--- config.mk ---
export PLATFORM = sky130hd
export DESIGN_NAME = json_string_unescape
export DESIGN_NICKNAME = d
export VERILOG_FILES = /design/src/rtl/jsu_pkg.sv /design/src/rtl/jsu_front.sv /design/src/rtl/jsu_queue.sv /design/src/rtl/jsu_back.sv /design/src/rtl/json_string_unescape.sv
export SDC_FILE = /design/constraint.sdc
export NUM_CORES = 1
export LEC_CHECK = 0
export BUFFER_PORTS_ARGS = -buffer_cell sky130_fd_sc_hd__buf_2
export CAP_MARGIN = 20
export CORE_AREA = 2 2 113 115
export CTS_CLUSTER_SIZE = 20
export DETAILED_ROUTE_END_ITERATION = 8
export DIE_AREA = 0 0 115 117
export PLACE_DENSITY = 0.81
export SYNTH_ARGS = -nofsm -noshare
export SYNTH_HDL_FRONTEND = slang
export SYNTH_SLANG_ARGS = --single-unit
--- constraint.sdc ---
create_clock -name clk -period 8.85 [get_ports clk]
set_input_delay 0.4425 -clock clk [delete_from_list [all_inputs] [get_ports clk]]
set_output_delay 0.4425 -clock clk [all_outputs]
set_load 0.005 [all_outputs]
--- src/rtl/jsu_pkg.sv ---
// ----------------------------------------------------------------------------
// jsu_pkg
// Shared types, constants and helper functions for the JSON string unescaper.
// ----------------------------------------------------------------------------
`default_nettype none

package jsu_pkg;

    // Decoder state, one-hot encoded.
    typedef enum logic [5:0] {
        MODE_NORMAL = 6'b000001,
        MODE_ESCAPE = 6'b000010,
        MODE_HEX1   = 6'b000100,
        MODE_HEX2   = 6'b001000,
        MODE_HEX3   = 6'b010000,
        MODE_HEX4   = 6'b100000
    } mode_t;

    // Span status codes.
    typedef enum logic [1:0] {
        ST_OK      = 2'd0,
        ST_BAD_ESC = 2'd1,
        ST_BAD_HEX = 2'd2,
        ST_TRUNC   = 2'd3
    } status_t;

    localparam logic [7:0] CH_BACKSLASH = 8'h5C;
    localparam logic [7:0] CH_QUOTE     = 8'h22;
    localparam logic [7:0] CH_SLASH     = 8'h2F;
    localparam logic [7:0] CH_B         = 8'h62;
    localparam logic [7:0] CH_F         = 8'h66;
    localparam logic [7:0] CH_N         = 8'h6E;
    localparam logic [7:0] CH_R         = 8'h72;
    localparam logic [7:0] CH_T         = 8'h74;
    localparam logic [7:0] CH_U         = 8'h75;

    localparam logic [7:0] UTF8_LEAD2   = 8'hC0;
    localparam logic [7:0] UTF8_LEAD3   = 8'hE0;
    localparam logic [7:0] UTF8_CONT    = 8'h80;

    localparam int QUEUE_DEPTH = 4;
    localparam int QPTR_W      = $clog2(QUEUE_DEPTH);
    localparam int QCNT_W      = $clog2(QUEUE_DEPTH + 1);

    // One decoded work unit: up to three bytes and an optional done result.
    typedef struct packed {
        logic [1:0] nbytes;
        logic [7:0] byte0;
        logic [7:0] byte1;
        logic [7:0] byte2;
        logic       done;
        status_t    status;
    } job_t;

    // Hex digit decode: {is_hex, value}.
    function automatic logic [4:0] hex_nibble(input logic [7:0] c);
        logic [4:0] r;
        r = 5'b0;
        if (c >= 8'h30 && c <= 8'h39) begin
            r = {1'b1, c[3:0]};
        end else if ((c >= 8'h41 && c <= 8'h46) || (c >= 8'h61 && c <= 8'h66)) begin
            r = {1'b1, c[3:0] + 4'd9};
        end
        return r;
    endfunction

endpackage

`default_nettype wire

--- src/rtl/jsu_front.sv ---
// ----------------------------------------------------------------------------
// jsu_front
// Accepts raw bytes, runs the escape decoder and emits at most one job per beat.
// ----------------------------------------------------------------------------
`default_nettype none

module jsu_front (
    input  wire logic         clk,
    input  wire logic         rst_n,
    input  wire logic         in_valid,
    input  wire logic         in_has_byte,
    input  wire logic [7:0]   in_data_byte,
    input  wire logic         in_end,
    input  wire logic         queue_full,
    output logic              in_ready,
    output logic              push,
    output jsu_pkg::job_t     job
);
    import jsu_pkg::*;

    mode_t      mode_reg, mode_next;
    logic [11:0] acc_reg, acc_next;
    logic        bad_reg, bad_next;
    status_t     err_reg, err_next;

    logic [4:0]  nib;
    logic [15:0] cp;
    logic        accept;

    assign in_ready = !queue_full;
    assign accept   = in_valid && in_ready;
    assign nib      = hex_nibble(in_data_byte);
    assign cp       = {acc_reg, nib[3:0]};

    always_comb
    begin
        mode_next  = mode_reg;
        acc_next   = acc_reg;
        bad_next   = bad_reg;
        err_next   = err_reg;
        job        = '0;
        job.status = ST_OK;

        if (in_has_byte && err_reg == ST_OK) begin
            case (mode_reg)
                MODE_ESCAPE:
                begin
                    mode_next  = MODE_NORMAL;
                    job.nbytes = 2'd1;
                    case (in_data_byte)
                        CH_QUOTE:     job.byte0 = CH_QUOTE;
                        CH_BACKSLASH: job.byte0 = CH_BACKSLASH;
                        CH_SLASH:     job.byte0 = CH_SLASH;
                        CH_B:         job.byte0 = 8'h08;
                        CH_F:         job.byte0 = 8'h0C;
                        CH_N:         job.byte0 = 8'h0A;
                        CH_R:         job.byte0 = 8'h0D;
                        CH_T:         job.byte0 = 8'h09;
                        CH_U:
                        begin
                            job.nbytes = 2'd0;
                            mode_next  = MODE_HEX1;
                            acc_next   = '0;
                            bad_next   = 1'b0;
                        end
                        default:
                        begin
                            job.nbytes = 2'd0;
                            err_next   = ST_BAD_ESC;
                        end
                    endcase
                end
                MODE_HEX1, MODE_HEX2, MODE_HEX3:
                begin
                    acc_next  = {acc_reg[7:0], nib[3:0]};
                    bad_next  = bad_reg | !nib[4];
                    mode_next = mode_t'({mode_reg[4:0], 1'b0});
                end
                MODE_HEX4:
                begin
                    mode_next = MODE_NORMAL;
                    acc_next  = '0;
                    bad_next  = 1'b0;
                    if (bad_reg || !nib[4]) begin
                        err_next = ST_BAD_HEX;
                    end else if (cp[15:7] == '0) begin
                        job.nbytes = 2'd1;
                        job.byte0  = cp[7:0];
                    end else if (cp[15:11] == '0) begin
                        job.nbytes = 2'd2;
                        job.byte0  = UTF8_LEAD2 | {3'b0, cp[10:6]};
                        job.byte1  = UTF8_CONT  | {2'b0, cp[5:0]};
                    end else begin
                        job.nbytes = 2'd3;
                        job.byte0  = UTF8_LEAD3 | {4'b0, cp[15:12]};
                        job.byte1  = UTF8_CONT  | {2'b0, cp[11:6]};
                        job.byte2  = UTF8_CONT  | {2'b0, cp[5:0]};
                    end
                end
                default:
                begin
                    // Normal mode; also the fallback for any unexpected code.
                    mode_next = MODE_NORMAL;
                    if (in_data_byte == CH_BACKSLASH) begin
                        mode_next = MODE_ESCAPE;
                    end else begin
                        job.nbytes = 2'd1;
                        job.byte0  = in_data_byte;
                    end
                end
            endcase
        end

        if (in_end) begin
            job.done   = 1'b1;
            job.status = err_next;
            if (err_next == ST_OK && mode_next != MODE_NORMAL) begin
                job.status = ST_TRUNC;
            end
            mode_next = MODE_NORMAL;
            acc_next  = '0;
            bad_next  = 1'b0;
            err_next  = ST_OK;
        end
    end

    assign push = accept && (job.nbytes != 2'd0 || job.done);

    always_ff @(posedge clk or negedge rst_n)
    begin
        if (!rst_n) begin
            mode_reg <= MODE_NORMAL;
            acc_reg  <= '0;
            bad_reg  <= 1'b0;
            err_reg  <= ST_OK;
        end else if (accept) begin
            mode_reg <= mode_next;
            acc_reg  <= acc_next;
            bad_reg  <= bad_next;
            err_reg  <= err_next;
        end
    end

endmodule

`default_nettype wire

--- src/rtl/jsu_queue.sv ---
// ----------------------------------------------------------------------------
// jsu_queue
// Small job FIFO that decouples the decoder from the output sequencer.
// ----------------------------------------------------------------------------
`default_nettype none

module jsu_queue (
    input  wire logic          clk,
    input  wire logic          rst_n,
    input  wire logic          push,
    input  wire jsu_pkg::job_t push_job,
    input  wire logic          pop,
    output logic               full,
    output logic               not_empty,
    output jsu_pkg::job_t      head
);
    import jsu_pkg::*;

    job_t               slot_reg [QUEUE_DEPTH];
    logic [QPTR_W-1:0]  wptr_reg, wptr_next;
    logic [QPTR_W-1:0]  rptr_reg, rptr_next;
    logic [QCNT_W-1:0]  count_reg, count_next;
    logic               do_push, do_pop;

    assign full      = (count_reg == QCNT_W'(QUEUE_DEPTH));
    assign not_empty = (count_reg != '0);
    assign head      = slot_reg[rptr_reg];
    assign do_push   = push && !full;
    assign do_pop    = pop && not_empty;

    always_comb
    begin
        wptr_next  = do_push ? wptr_reg + QPTR_W'(1) : wptr_reg;
        rptr_next  = do_pop  ? rptr_reg + QPTR_W'(1) : rptr_reg;
        count_next = count_reg + QCNT_W'(do_push) - QCNT_W'(do_pop);
    end

    always_ff @(posedge clk)
    begin
        if (do_push)
        begin
            slot_reg[wptr_reg] <= push_job;
        end
    end

    always_ff @(posedge clk or negedge rst_n)
    begin
        if (!rst_n)
        begin
            wptr_reg  <= '0;
            rptr_reg  <= '0;
            count_reg <= '0;
        end
        else
        begin
            wptr_reg  <= wptr_next;
            rptr_reg  <= rptr_next;
            count_reg <= count_next;
        end
    end

endmodule

`default_nettype wire

--- src/rtl/jsu_back.sv ---
// ----------------------------------------------------------------------------
// jsu_back
// Walks each queued job and presents its results one beat at a time.
// ----------------------------------------------------------------------------
`default_nettype none

module jsu_back (
    input  wire logic          clk,
    input  wire logic          rst_n,
    input  wire logic          job_valid,
    input  wire jsu_pkg::job_t job,
    output logic               pop,
    output logic               out_valid,
    input  wire logic          out_ready,
    output logic [7:0]         out_byte,
    output logic               out_byte_valid,
    output logic               out_done,
    output logic [1:0]         out_status,
    output logic               out_last
);
    import jsu_pkg::*;

    logic [1:0] idx_reg, idx_next;
    logic       valid_reg, valid_next;
    logic [7:0] byte_reg;
    logic       bv_reg, done_reg, last_reg;
    status_t    status_reg;

    logic       load, is_byte, is_last;
    logic [7:0] cur_byte;

    assign load    = job_valid && (!valid_reg || out_ready);
    assign is_byte = (idx_reg < job.nbytes);
    assign is_last = job.done ? !is_byte : (idx_reg == job.nbytes - 2'd1);
    assign pop     = load && is_last;

    always_comb
    begin
        case (idx_reg)
            2'd0:    cur_byte = job.byte0;
            2'd1:    cur_byte = job.byte1;
            2'd2:    cur_byte = job.byte2;
            default: cur_byte = '0;
        endcase

        idx_next = idx_reg;
        if (load) begin
            idx_next = is_last ? 2'd0 : idx_reg + 2'd1;
        end

        valid_next = valid_reg;
        if (load) begin
            valid_next = 1'b1;
        end else if (out_ready) begin
            valid_next = 1'b0;
        end
    end

    always_ff @(posedge clk or negedge rst_n)
    begin
        if (!rst_n) begin
            idx_reg   <= '0;
            valid_reg <= 1'b0;
        end else begin
            idx_reg   <= idx_next;
            valid_reg <= valid_next;
        end
    end

    always_ff @(posedge clk)
    begin
        if (load) begin
            byte_reg   <= is_byte ? cur_byte : 8'h00;
            bv_reg     <= is_byte;
            done_reg   <= !is_byte;
            status_reg <= is_byte ? ST_OK : job.status;
            last_reg   <= is_last;
        end
    end

    assign out_valid      = valid_reg;
    assign out_byte       = byte_reg;
    assign out_byte_valid = bv_reg;
    assign out_done       = done_reg;
    assign out_status     = status_reg;
    assign out_last       = last_reg;

endmodule

`default_nettype wire

--- src/rtl/json_string_unescape.sv ---
// ----------------------------------------------------------------------------
// json_string_unescape
// JSON string body unescaper with UTF-8 output for backslash-u escapes.
// ----------------------------------------------------------------------------
// Usage: raw bytes of a string body arrive on the s_axis channel, one per
// beat. s_axis_tuser marks whether s_axis_tdata holds a byte, and s_axis_tlast
// ends the span. Decoded bytes leave on m_axis, one result per beat; the span
// end produces a done beat (m_axis_tuser[1]) carrying the status in
// m_axis_tdata[9:8]. m_axis_tlast is set on the final beat caused by one
// input beat. One input beat yields zero to four output beats.
// Throughput: one input beat per cycle while the job queue has room; the
// output side drives one beat per cycle while m_axis_tready is high, so
// a backslash-u escape that expands to three UTF-8 bytes takes three beats
// and the four-deep queue absorbs the difference before s_axis_tready falls.
// Path: with nothing queued ahead, the first result of an input beat is
// written into the job queue at the edge that accepts it, and the output
// register then loads it from the queue head.
// Reset clears the decoder state, the queue and the output valid flag; no beat
// is presented until new input arrives. When the receiver holds m_axis_tready
// low, the output beat holds, the queue fills and the input side then stalls;
// decoder state is never lost.
// ----------------------------------------------------------------------------
`default_nettype none

module json_string_unescape (
    input  wire logic        clk,
    input  wire logic        rst_n,
    input  wire logic        s_axis_tvalid,
    output logic             s_axis_tready,
    input  wire logic [7:0]  s_axis_tdata,   // [7:0] data_byte
    input  wire logic [0:0]  s_axis_tuser,   // [0] has_byte
    input  wire logic        s_axis_tlast,   // end_of_span
    output logic             m_axis_tvalid,
    input  wire logic        m_axis_tready,
    output logic [15:0]      m_axis_tdata,   // [7:0] out_byte, [9:8] status, rest zero
    output logic [1:0]       m_axis_tuser,   // [0] byte_valid, [1] string_done
    output logic             m_axis_tlast    // last_of_run
);
    import jsu_pkg::*;

    job_t       push_job, head_job;
    logic       push, pop, q_full, q_not_empty;
    logic [7:0] out_byte;
    logic [1:0] out_status;
    logic       out_bv, out_done;

    // Front end: decoder state machine, at most one job per accepted beat.
    jsu_front u_front (
        .clk          (clk),
        .rst_n        (rst_n),
        .in_valid     (s_axis_tvalid),
        .in_has_byte  (s_axis_tuser[0]),
        .in_data_byte (s_axis_tdata),
        .in_end       (s_axis_tlast),
        .queue_full   (q_full),
        .in_ready     (s_axis_tready),
        .push         (push),
        .job          (push_job)
    );

    // Job queue between decoder and sequencer.
    jsu_queue u_queue (
        .clk       (clk),
        .rst_n     (rst_n),
        .push      (push),
        .push_job  (push_job),
        .pop       (pop),
        .full      (q_full),
        .not_empty (q_not_empty),
        .head      (head_job)
    );

    // Back end: expands each job into result beats.
    jsu_back u_back (
        .clk            (clk),
        .rst_n          (rst_n),
        .job_valid      (q_not_empty),
        .job            (head_job),
        .pop            (pop),
        .out_valid      (m_axis_tvalid),
        .out_ready      (m_axis_tready),
        .out_byte       (out_byte),
        .out_byte_valid (out_bv),
        .out_done       (out_done),
        .out_status     (out_status),
        .out_last       (m_axis_tlast)
    );

    assign m_axis_tdata = {6'b0, out_status, out_byte};
    assign m_axis_tuser = {out_done, out_bv};

`ifndef SYNTHESIS
    // Every presented beat is either a byte or a done result, never both.
    a_kind_onehot: assert property (@(posedge clk) disable iff (!rst_n)
        m_axis_tvalid |-> $onehot(m_axis_tuser))
        else $error("output beat kind is not one-hot");

    // A done result always closes the run of its input beat.
    a_done_last: assert property (@(posedge clk) disable iff (!rst_n)
        (m_axis_tvalid && m_axis_tuser[1]) |-> m_axis_tlast)
        else $error("done beat without last_of_run");

    // Byte results carry a zero status.
    a_byte_status: assert property (@(posedge clk) disable iff (!rst_n)
        (m_axis_tvalid && m_axis_tuser[0]) |-> (m_axis_tdata[9:8] == 2'd0))
        else $error("byte beat with nonzero status");

    // A job leaves the queue only while the output stage takes a beat.
    a_pop_load: assert property (@(posedge clk) disable iff (!rst_n)
        pop |=> m_axis_tvalid)
        else $error("queue popped without a presented beat");
`endif

endmodule

`default_nettype wire
# After elaboration in Yosys (flattened, before gate mapping)
# Memories as Yosys holds them, arrays and structs flattened.
# Cells that the tools add are included.
# totals
regBits	44
ramBits	116
out_inout_bits	21
elab_cells	123
memories	1
inputBits	14
# op_classes
reduce_logical	33
eq_ne	20
n_bitwise	1
n_lt_le_gt_ge	7
add_sub_neg	7
mux	40
# memory_table
name	words	width	rd	rd_clocked_by_memory_dff	write_ports	line	source
u_queue.slot_reg	4	29	1	0	1	jsu_queue.sv:19	job_t slot_reg [QUEUE_DEPTH];
# ops
cell	n
8-bit by 7-bit equality test with 1-bit output, second input constant	7
7-bit one-hot mux with 8 select lines	1
26-bit 2-to-1 mux	2
12-bit 2-to-1 mux	3
12-bit one-hot mux with 3 select lines	1
16-bit 2-to-1 mux	2
10-bit one-hot mux with 3 select lines	1
8-bit one-hot mux with 3 select lines	1
6-bit one-hot mux with 3 select lines	1
17-bit 2-to-1 mux	1
8-bit by 6-bit equality test with 1-bit output, second input constant	2
8-bit by 7-bit greater-or-equal comparator with 1-bit output, second input constant	2
8-bit by 7-bit less-or-equal comparator with 1-bit output, second input constant	2
2-bit 2-to-1 mux	7
6-bit 2-to-1 mux	2
1-bit logical AND	11
10-bit 2-to-1 mux	1
5-bit 2-to-1 mux	2
9-bit logical NOT	1
1-bit 2-to-1 mux	9
9-bit 2-to-1 mux	1
9-bit OR reduction	1
8-bit by 6-bit greater-or-equal comparator with 1-bit output, second input constant	1
8-bit by 6-bit less-or-equal comparator with 1-bit output, second input constant	1
other kinds (32)	45

# Depth between registers and ports, before layout
# Gate-level depths: netlist of run 1.
# depth
ltp_word	19
ltp_mapped	13
depth_no_buf	12

# Hierarchy
# A second synthesis of run 1 with hierarchy kept.
# hier_totals
cells_unflattened	535
area_unflattened_um2	7704.9
# by_module_without_submodules
mod	seq_area_each_um2	area_each_um2	cells_each	instances
jsu_queue	3658.5	4660.7	192	1
jsu_front	526.8	2167.1	269	1
jsu_back	465.4	813.3	65	1
json_string_unescape	0.0	63.8	9	1

# Worst setup path before layout of run 1
# Ideal clock, no wire load.
# synth_path
kind	input port to flip-flop
start	input port s_axis_tdata[0]
end	memory u_queue.slot_reg[0][0] (netlist name), enable pin
path_slack_ns	5.604
required_time_ns	8.463
stages	8
setup_time_ns	0.387
arrival_time_ns	2.859
path_buffers	0
path_cell_list	inv_1 > ha_1 > o21bai_1 > a2111oi_4 > a221o_1 > nand3_2 > nor2_2 > o311a_1
# synth_lines
element	line	source
start, declared	json_string_unescape.sv:30	input wire logic [7:0] s_axis_tdata,
end, declared	jsu_queue.sv:19	

# Final worst setup path of run 1
# layout_path
start	register u_queue.rptr_reg[0]
end	register u_queue.count_reg[2]
# layout_via
elab_chain_cells	7
elab_cells_between_ends	9
classes_between	add/sub (2); order compare (1); eq/ne (1); mux (1); reduce/logical (3); memory (1)
# layout_lines
element	line	source
start, declared	jsu_queue.sv:21	logic [QPTR_W-1:0] rptr_reg, rptr_next;
start signal, assigned	jsu_queue.sv:57	rptr_reg <= rptr_next;
memory 4 x 29 bit	n/a	
2-bit less-than comparator	jsu_back.sv:33	assign is_byte = (idx_reg < job.nbytes);
via u_back.is_byte	jsu_back.sv:29	logic load, is_byte, is_last;
1-bit logical NOT	jsu_back.sv:34	assign is_last = job.done ? !is_byte : (idx_reg == job.nbytes - 2'd1);
1-bit 2-to-1 mux	jsu_back.sv:34	
via u_back.is_last	jsu_back.sv:29	
1-bit logical AND	jsu_back.sv:35	assign pop = load && is_last;
1-bit logical AND	jsu_queue.sv:29	assign do_pop = pop && not_empty;
via u_queue.do_pop	jsu_queue.sv:23	logic do_push, do_pop;
3-bit by 1-bit subtractor with 3-bit output	jsu_queue.sv:35	count_next = count_reg + QCNT_W'(do_push) - QCNT_W'(do_pop);
via u_queue.count_next[2]	jsu_queue.sv:22	logic [QCNT_W-1:0] count_reg, count_next;
end signal, assigned	jsu_queue.sv:58	count_reg <= count_next;
end, declared	jsu_queue.sv:22	
# The timed path passes the listed nets, and every way through them passes these cells.
# A chain may end at the register's enable or synchronous reset.

==> impl_metrics.env, run 1 <==
export IMPL_grt_pass1_vias=4475
export IMPL_globalplace_congestion=0.927
export IMPL_synth_edff_count=121
export IMPL_core_sq_um=12300
export IMPL_pwr_density_cell_nw_per_um2=285
export IMPL_syn_area_per_cell_sq_um=13.8
export IMPL_grt_pass1_wl_microns=24100
export IMPL_hold_viol=0
export IMPL_grt_start_max_net_pins=32
export IMPL_initialDrtViolationCount=470
export IMPL_diodes=0
export IMPL_ys_ff_latch=152
export IMPL_switchingPower_mw=0.700
export IMPL_layout_common_cells="edfxtp_1 (121), nand2_1 (42), a21oi_1 (30)"
export IMPL_tns_ns=0
export IMPL_cellInternalPower_mw=1.59
export IMPL_synth_async_sr_flop_share=0.204
export IMPL_floorplan_initialDensity=0.587
export IMPL_num_nets_final=581
export IMPL_max_cap_viol_count=0
export IMPL_ys_seq_area_frac=0.610
export IMPL_slowest_delay_ns=1.02
export IMPL_drt_pre_antenna_iters=6
export IMPL_cts_tree="yes"
export IMPL_synth_cell_types=70
export IMPL_synthCells=524
export IMPL_ant_nets=0
export IMPL_slowest_stage="dfrtp_2"
export IMPL_crit_fanout=31
export IMPL_worst_path_buf_inv=3
export IMPL_period_needed_ns=4.16
export IMPL_htree_levels=4
export IMPL_mostFrequentLayoutCell="edfxtp_1"
export IMPL_fin_total_pwr_mw=2.29
export IMPL_comb_power_share=0.257
export IMPL_drt_total_wl_microns=14800
export IMPL_drt_vias_per_instance=6.43
export IMPL_status="finished clean"
export IMPL_cts_buffers=17
export IMPL_crit_arrival_ns=4.48
export IMPL_yosys_warnings=0
export IMPL_worst_pin_slew_ns=1.04
export IMPL_cts_setup_buffers=0
export IMPL_required_ns=9.17
export IMPL_dr_total_vias=4585
export IMPL_placementRows=41
export IMPL_report_final_slew_viol_count=0
export IMPL_dp_hpwl_microns=9600
export IMPL_sequentialPowerShare=0.440
export IMPL_synth_top_area_frac=0.503
export IMPL_setup_violations=0
export IMPL_clkPwrFrac=0.303
export IMPL_syn_area_sq_um=7230
export IMPL_vdd_drop_max_mv=0.164
export IMPL_die_x_microns=115
export IMPL_cp_top_family="adder cells"
export IMPL_ys_top_cells_by_area="edfxtp_1 (50%), dfrtp_1 (10%), mux4_2 (8.1%)"
export IMPL_dieArea_sq_um=13500
export IMPL_setup_worst_path_start_class="flop"
export IMPL_largest_register_ff_count=108
export IMPL_relSlewSlack=0.309
export IMPL_grt_use_total=0.237
export IMPL_grt_setup_unrepaired="false"
export IMPL_timing_final_crit_share=0.470
export IMPL_cts_root_buffer="clkbuf_16"
export IMPL_cts_sinks=152
export IMPL_post_route_drc_count=0
export IMPL_ctsResizeCount=0
export IMPL_synth_flop_cell="edfxtp_1"
export IMPL_postCtsHoldBufs=0
export IMPL_place_port_buffers=28
export IMPL_worst_hold_path_type="in2async"
export IMPL_routedWlPerCell_microns=20.8
export IMPL_grt_ovfl_total=0
export IMPL_finalClockSkew_ns=0.00953
export IMPL_worstSkewPairLatency_ns=0.42
export IMPL_area_growth_pct=11.0
export IMPL_die_height_microns=117
export IMPL_switching_share=0.306
export IMPL_max_freq_ghz=0.240
export IMPL_ios=35
export IMPL_yosysTopAreaCell="edfxtp_1"
export IMPL_fillCellCount=870
export IMPL_cts_buffer_depth=2
export IMPL_crit_type="reg2reg"
export IMPL_drive_gt1_frac=0.204
export IMPL_endpoint_kind="flop"
export IMPL_clkTransAtPathRegs_ns=0.06
export IMPL_total_leakage_power_nw=2.93
export IMPL_path_cells="mux4_2 > inv_1 > ha_1 > a21oi_1 > inv_1 > a22o_1 > and2_1 > ha_1 > inv_1 > ha_1 > fa_1 > xnor2_1"
export IMPL_antenna_found_initial=0
[cell type report]
type | count | area [sq um] | area share
clock buffers | 18 | 439 | 0.0547
clock inverters | 14 | 143 | 0.0178
inverters | 21 | 78.8 | 0.00982
multi-input cells | 321 | 2560 | 0.319
flip-flops and latches | 152 | 4410 | 0.550
well taps | 150 | 188 | 0.0234
repair buffers | 37 | 205 | 0.0256
[worst paths after layout]
kind / end / slack (ns) / start / cells past startpoint
hold reg to reg: u_back.out_valid / 0.52 / u_back.out_valid / 2
setup reg to reg: u_queue.count_reg[2] / 4.69 / u_queue.rptr_reg[0] / 12
max in group asynchronous: u_queue.rptr_reg[0] / 8.23 / rst_n / 1
setup / recovery: u_queue.count_reg[2] / 4.69 / u_queue.rptr_reg[0] / 12
hold / removal: u_back.idx_reg[0] / 0.09 / rst_n / 1
min in group clk: u_back.out_valid / 0.29 / m_axis_tready / 4
[synth_stat cells, types with 3 or more instances]
library cell and number:
edfxtp_1 121, nand2_1 42, a21oi_1 31, dfrtp_1 30, nor2_1 29, mux4_2 26
inv_1 21, ha_1 16, a22oi_1 15, o21ai_0 15, a22o_1 11, clkbuf_1 11
buf_2 10, nor3_1 10, nand3_1 9, buf_4 8, and2_1 6, nand2b_1 5
nor4_1 5, o22ai_1 5, xnor2_1 5, a211oi_1 4, nand3b_1 4, nor2b_1 4
o311a_1 4, a2bb2oi_1 3, a31oi_1 3, and3_1 3, clkbuf_2 3, mux2i_1 3
o211ai_1 3, o21a_1 3, o311ai_0 3, or3_1 3, xor2_1 3
[layer usage]
metal | part of all wire | track usage | wire length (microns) | vias to the layer above
met5 | 0 | 0 | 0 | -
met4 | 0.014 | 0.0715 | 205 | 0
met3 | 0.060 | 0.0520 | 884 | 18
met2 | 0.51 | 0.390 | 7510 | 168
met1 | 0.42 | 0.323 | 6200 | 2327
li1 | - | - | - | 2072
[metrics by stage]
| stage | setup slack (ns) | cells | utilization | hold WS (ns) | area [sq um] |
|---|---|---|---|---|---|
| finish | 4.69 | 713 | 0.652 | 0.0923 | 8030 |
| global route | 4.42 | 713 | 0.652 | 0.149 | 8030 |
| CTS | 4.67 | 712 | 0.651 | 0.120 | 8020 |
| detailed placement | 4.75 | 680 | 0.604 | 0.508 | 7440 |
| global placement | 4.86 | 680 | 0.604 | 0.488 | 7440 |
| floorplan | 5.60 | 529 | - | 0.147 | 7250 |
[cells by family after synthesis]
group / after synthesis / synth area share
flip-flops: 152 / 0.610
AND/OR/NAND/NOR: 140 / 0.104
AO/OA/AOI/OAI: 121 / 0.122
buffers and inverters: 56 / 0.0389
multiplexers: 29 / 0.0852
adder cells (fa/ha/maj): 17 / 0.0305
XOR/XNOR: 8 / 0.00969
other: 1 / 0.000519
[worst register-to-register path, stage by stage, from the launching register on]
cell and delay, ns:
dfrtp_2 1.02, mux4_2 0.64, inv_1 0.09, ha_1 0.23, a21oi_1 0.36, inv_1 0.14
a22o_1 0.31, and2_1 0.22, ha_1 0.28, inv_1 0.04, ha_1 0.18, fa_1 0.39
xnor2_1 0.20
[power by group through the flow]
stage / clock (mW) / combinational [mW] / sequential, mW
final: 0.694 / 0.587 / 1.01
after global routing: 0.732 / 0.646 / 1.02
after CTS: 0.702 / 0.591 / 1.01
after detailed placement: 0 / 0.577 / 1.02
after global placement: 0 / 0.556 / 1.01
after floorplan: 0 / 0.455 / 0.975
Note: power is estimated with default switching activity, not from simulation.
==> inputs of run 2 (changes only) <==
Clock period 8.85 ns to 4 ns, I/O delays scaled along.
==> run 2 against run 1 <==
  * Cell count up 0.56%
  * Via count grew 1.1%
  * Critical path depth is 3 lower
  * Setup slack got worse by 4.1 ns
  * Fmax grew 22%
  * Sequential share of layout area shrank 0.74 points
  * Register-to-register slack lost 4.1 ns
  * Utilization rose by 0.88 points
  * Final area grew 1.4%
  * Critical endpoint unchanged
  * Total power is 130% higher
  * Clock power grew to 2.6 times the previous value
  * Die area did not move
==> impl_metrics.env, run 2 (synthesis results as in run 1) <==
export IMPL_status="finished clean"
export IMPL_post_place_cells=683
export IMPL_total_leakage_power_nw=2.98
export IMPL_crit_arrival_ns=3.73
export IMPL_die_x_microns=115
export IMPL_worstSkewPairLatency_ns=0.42
export IMPL_core_sq_um=12300
export IMPL_area_growth_pct=12.5
export IMPL_grt_start_max_net_pins=32
export IMPL_met3_length_microns=994
export IMPL_dr_total_vias=4635
export IMPL_initialDrtViolationCount=538
export IMPL_dp_hpwl_microns=9630
export IMPL_setup_violations=0
export IMPL_post_route_drc_count=0
export IMPL_relSlewSlack=0.299
export IMPL_postCtsHoldBufs=1
export IMPL_grt_use_total=0.247
export IMPL_setup_worst_path_start_class="flop"
export IMPL_cts_tree="yes"
export IMPL_fillCellCount=839
export IMPL_drt_total_wl_microns=15400
export IMPL_fin_area_sq_um=8130
export IMPL_largest_register_ff_count=108
export IMPL_grt_pass1_wl_microns=24700
export IMPL_endpoint_kind="flop"
export IMPL_finalClockSkew_ns=0.0132
export IMPL_antenna_found_initial=0
export IMPL_worst_path_buf_inv=0
export IMPL_grt_setup_unrepaired="false"
export IMPL_routedWlPerCell_microns=21.4
export IMPL_cts_sinks=152
export IMPL_htree_levels=4
export IMPL_dr_wl_met2_microns=7700
export IMPL_max_cap_viol_count=0
export IMPL_die_height_microns=117
export IMPL_ios=35
export IMPL_drive_gt1_frac=0.201
export IMPL_grt_ovfl_total=0
export IMPL_crit_type="reg2reg"
export IMPL_cts_buffer_depth=2
export IMPL_utilization=0.661
export IMPL_mostFrequentLayoutCell="edfxtp_1"
export IMPL_cp_top_family="simple AND/OR/NAND/NOR gates"
export IMPL_wl_met1_microns=6380
export IMPL_slowest_stage="or4_4"
export IMPL_clkTransAtPathRegs_ns=0.06
export IMPL_cts_root_buffer="clkbuf_16"
export IMPL_floorplan_initialDensity=0.587
export IMPL_cts_buffers=17
export IMPL_diodes=0
export IMPL_timing_final_crit_share=0.854
export IMPL_slowest_delay_ns=0.56
export IMPL_globalplace_congestion=0.880
export IMPL_place_port_buffers=28
export IMPL_dieArea_sq_um=13500
export IMPL_worst_hold_path_type="in2reg"
export IMPL_hold_viol=0
export IMPL_path_cells="or4_4 > or2_0 > nor2_8 > nor4_2 > or3_1 > o31a_1 > ha_1 > fa_1 > xnor2_1"
export IMPL_vdd_drop_max_mv=0.347
export IMPL_ant_nets=0
export IMPL_report_final_slew_viol_count=0
export IMPL_required_ns=4.31
export IMPL_fin_total_pwr_mw=5.32
export IMPL_grt_pass1_vias=4436
export IMPL_top_layer_used="met4"
export IMPL_placementRows=41
export IMPL_worst_pin_slew_ns=1.05
export IMPL_layout_common_cells="edfxtp_1 (121), nand2_1 (42), a21oi_1 (30), nor2_1 (29), dfrtp_1 (29)"
export IMPL_pwr_density_cell_nw_per_um2=654
export IMPL_crit_fanout=11
export IMPL_drt_vias_per_instance=6.46
export IMPL_dpl_instance_area_sq_um=7460
export IMPL_drt_pre_antenna_iters=5
export IMPL_tns_ns=0
export IMPL_period_needed_ns=3.42
export IMPL_max_freq_ghz=0.293
export IMPL_ctsResizeCount=0
export IMPL_cts_setup_buffers=0
export IMPL_num_nets_final=585
export IMPL_post_layout_nonfiller_instances=717
run 2: final timing paths:
check	start	end	slack [ns]	depth (start not counted)
hold reg to reg	u_back.out_valid	u_back.out_valid	0.51	2
hold / removal	m_axis_tready	u_back.out_valid	0.04	4
setup / recovery	u_front.acc_reg[7]	u_queue.count_reg[2]	0.58	9
max in group asynchronous	rst_n	u_queue.rptr_reg[0]	3.09	2
setup reg to reg	u_front.acc_reg[7]	u_queue.count_reg[2]	0.58	9
min in group asynchronous	rst_n	u_back.idx_reg[1]	0.38	2
run 2: cell type report:
| type | count | area, sq um | share of cell area |
|---|---|---|---|
| Tap cell | 150 | 188 | 0.0231 |
| Timing Repair Buffer | 41 | 238 | 0.0292 |
| Sequential cell | 152 | 4410 | 0.542 |
| Clock inverter | 13 | 225 | 0.0277 |
| Multi-Input combinational cell | 321 | 2560 | 0.315 |
| Inverter | 21 | 78.8 | 0.00969 |
| Clock buffer | 19 | 433 | 0.0532 |
run 2: tightest hold or removal path: cells and delay by family:
kind | cells | cell delay, ns
buf+inv | 2 | 0.12
simple gates | 2 | 0.10
run 2: per-stage QoR:
stage                     setup WS [ns]  hold WS [ns]
final                             0.583        0.0447
after global routing              0.423        0.0916
after CTS                         0.603        0.0354
after detailed placement          0.626         0.305
after global placement            0.719         0.294
after floorplan                   0.777       -0.0956
run 2: report_power, final:
part | internal, mW | switching, mW
Combinational | 0.599 | 0.789
Sequential | 2.05 | 0.117
Clock | 1.17 | 0.602
run 2: routing by layer:
layer | global-route usage | up-vias
met5 | 0 | -
met4 | 0.0803 | 0
li1 | - | 2077
met2 | 0.402 | 213
met1 | 0.338 | 2317
met3 | 0.0541 | 28
==> inputs of run 3 (changes only) <==
==> constraint.sdc (replaced) <==
create_clock -name clk -period 4 [get_ports clk]
set_input_delay 0.4 -clock clk [delete_from_list [all_inputs] [get_ports clk]]
set_output_delay 0.4 -clock clk [all_outputs]
set_load 0.005 [all_outputs]
==> run 3 against run 2 <==
  * Worst hold slack improved by 0.0058 ns
  * Final area decreased by 0.31%
  * Sequential share of layout area increased by 0.17 points
  * Utilization decreased by 0.20 points
  * Sequential power about the same
  * Clock-buffer cell count decreased by 2
  * Register-to-register slack improved by 0.02 ns
  * Non-clock buffer count increased by 1
==> impl_metrics.env, run 3 (synthesis results as in run 1) <==
export IMPL_status="finished clean"
export IMPL_utilization=0.659
export IMPL_grt_ovfl_total=0
export IMPL_num_nets_final=586
export IMPL_cts_setup_buffers=0
export IMPL_core_sq_um=12300
export IMPL_die_x_microns=115
export IMPL_dr_total_vias=4651
export IMPL_relSlewSlack=0.487
export IMPL_endpoint_kind="flop"
export IMPL_max_cap_viol_count=0
export IMPL_mostFrequentLayoutCell="edfxtp_1"
export IMPL_worst_hold_path_type="in2async"
export IMPL_r2r_end="u_queue.count_reg[2]"
export IMPL_routedWlPerCell_microns=21.5
export IMPL_setup_violations=0
export IMPL_cts_sinks=152
export IMPL_worstSkewPairLatency_ns=0.42
export IMPL_fillCellCount=836
export IMPL_crit_type="reg2reg"
export IMPL_grt_pass1_wl_microns=24400
export IMPL_area_growth_pct=12.2
export IMPL_worst_pin_slew_ns=0.769
export IMPL_antenna_found_initial=0
export IMPL_register_area_sq_um=4410
export IMPL_clkTransAtPathRegs_ns=0.06
export IMPL_grt_start_max_net_pins=32
export IMPL_grt_pass1_vias=4481
export IMPL_setup_worst_path_start_class="flop"
export IMPL_period_needed_ns=3.39
export IMPL_pwr_density_cell_nw_per_um2=644
export IMPL_grt_use_total=0.244
export IMPL_crit_fanout=11
export IMPL_startpoint="u_front.acc_reg[7]"
export IMPL_r2r_cells=9
export IMPL_diodes=0
export IMPL_r2r_slack_ns=0.61
export IMPL_drt_total_wl_microns=15400
export IMPL_layout_common_cells="edfxtp_1 (121), nand2_1 (42), a21oi_1 (30)"
export IMPL_cts_buffers=17
export IMPL_multi_input_comb_area_sq_um=2560
export IMPL_timing_final_crit_share=0.849
export IMPL_ant_nets=0
export IMPL_die_height_microns=117
export IMPL_initialDrtViolationCount=570
export IMPL_drt_vias_per_instance=6.48
export IMPL_total_leakage_power_nw=2.97
export IMPL_post_route_drc_count=0
export IMPL_drt_pre_antenna_iters=5
export IMPL_report_final_slew_viol_count=0
export IMPL_fin_area_sq_um=8110
export IMPL_postCtsHoldBufs=0
export IMPL_worstReg2RegStart="u_front.acc_reg[7]"
export IMPL_place_port_buffers=28
export IMPL_max_freq_ghz=0.295
export IMPL_floorplan_initialDensity=0.587
export IMPL_vdd_drop_max_mv=0.327
export IMPL_largest_register_ff_count=108
export IMPL_ctsResizeCount=0
export IMPL_globalplace_congestion=0.929
export IMPL_crit_arrival_ns=3.73
export IMPL_hold_ws_ns=0.0505
export IMPL_hold_viol=0
export IMPL_finalClockSkew_ns=0.00984
export IMPL_grt_setup_unrepaired="false"
export IMPL_dp_hpwl_microns=9520
export IMPL_drive_gt1_frac=0.210
export IMPL_cts_tree="yes"
export IMPL_cts_root_buffer="clkbuf_16"
export IMPL_cts_buffer_depth=2
export IMPL_dieArea_sq_um=13500
export IMPL_critPathCapture="u_queue.count_reg[2]"
export IMPL_placementRows=41
export IMPL_dpl_instance_area_sq_um=7480
export IMPL_tns_ns=0
export IMPL_required_ns=4.34
export IMPL_htree_levels=4
export IMPL_ios=35
run 3: cell count changes in the layout (fill, tap and decap cells not counted), moves of 2 or more:
cell       change
bufinv_16      -2
clkbuf_1       -2
buf_4          +2
clkinv_4       +5
run 3: critical path: stages (launching register included):
cell and delay [ns]:
dfrtp_1 0.42, or4_4 0.56, or2_0 0.44, nor2_8 0.25, nor4_2 0.06, or3_1 0.49
o31a_1 0.34, ha_1 0.20, fa_1 0.38, xnor2_1 0.18
run 3: layout make-up:
cell class	instances	area share
clock buffer	17	0.0525
clock inverter	15	0.0250
inverter	21	0.00972
multi-input combinational	321	0.316
sequential	152	0.544
tap	150	0.0231
timing repair buffer	42	0.0299
run 3: where the power goes:
group | total, mW | internal, mW | switching [mW]
Sequential | 2.16 | 2.05 | 0.115
Clock | 1.66 | 1.05 | 0.617
Combinational | 1.40 | 0.604 | 0.798
run 3: through the flow:
step                setup WS [ns]  power, mW  std cells
global placement            0.525       3.52        685
detailed placement          0.396       3.58        685
CTS                         0.598       5.25        717
global route                0.427       5.48        718
floorplan                   0.777       3.16        529
finish                      0.606       5.22        718
run 3: worst min-delay path by stage:
stage | slack (ns) | from | end
after floorplan | 0.10 | rst_n | u_back.idx_reg[0]
after global placement | 0.48 | u_back.out_valid | u_back.out_valid
after detailed placement | 0.50 | u_back.out_valid | u_back.out_valid
after CTS | 0.07 | rst_n | u_queue.count_reg[2]
after global routing | 0.1 | rst_n | u_back.idx_reg[1]
final | 0.05 | rst_n | u_back.idx_reg[1]
run 3: routing by layer:
layer / wire length, microns / up-vias / part of all wire / track usage
met4: 235 / 0 / 0.015 / 0.0779
met1: 6300 / 2333 / 0.41 / 0.321
li1: - / 2081 / - / -
met2: 8020 / 215 / 0.52 / 0.412
met3: 894 / 22 / 0.058 / 0.0515
met5: 0 / - / 0 / 0
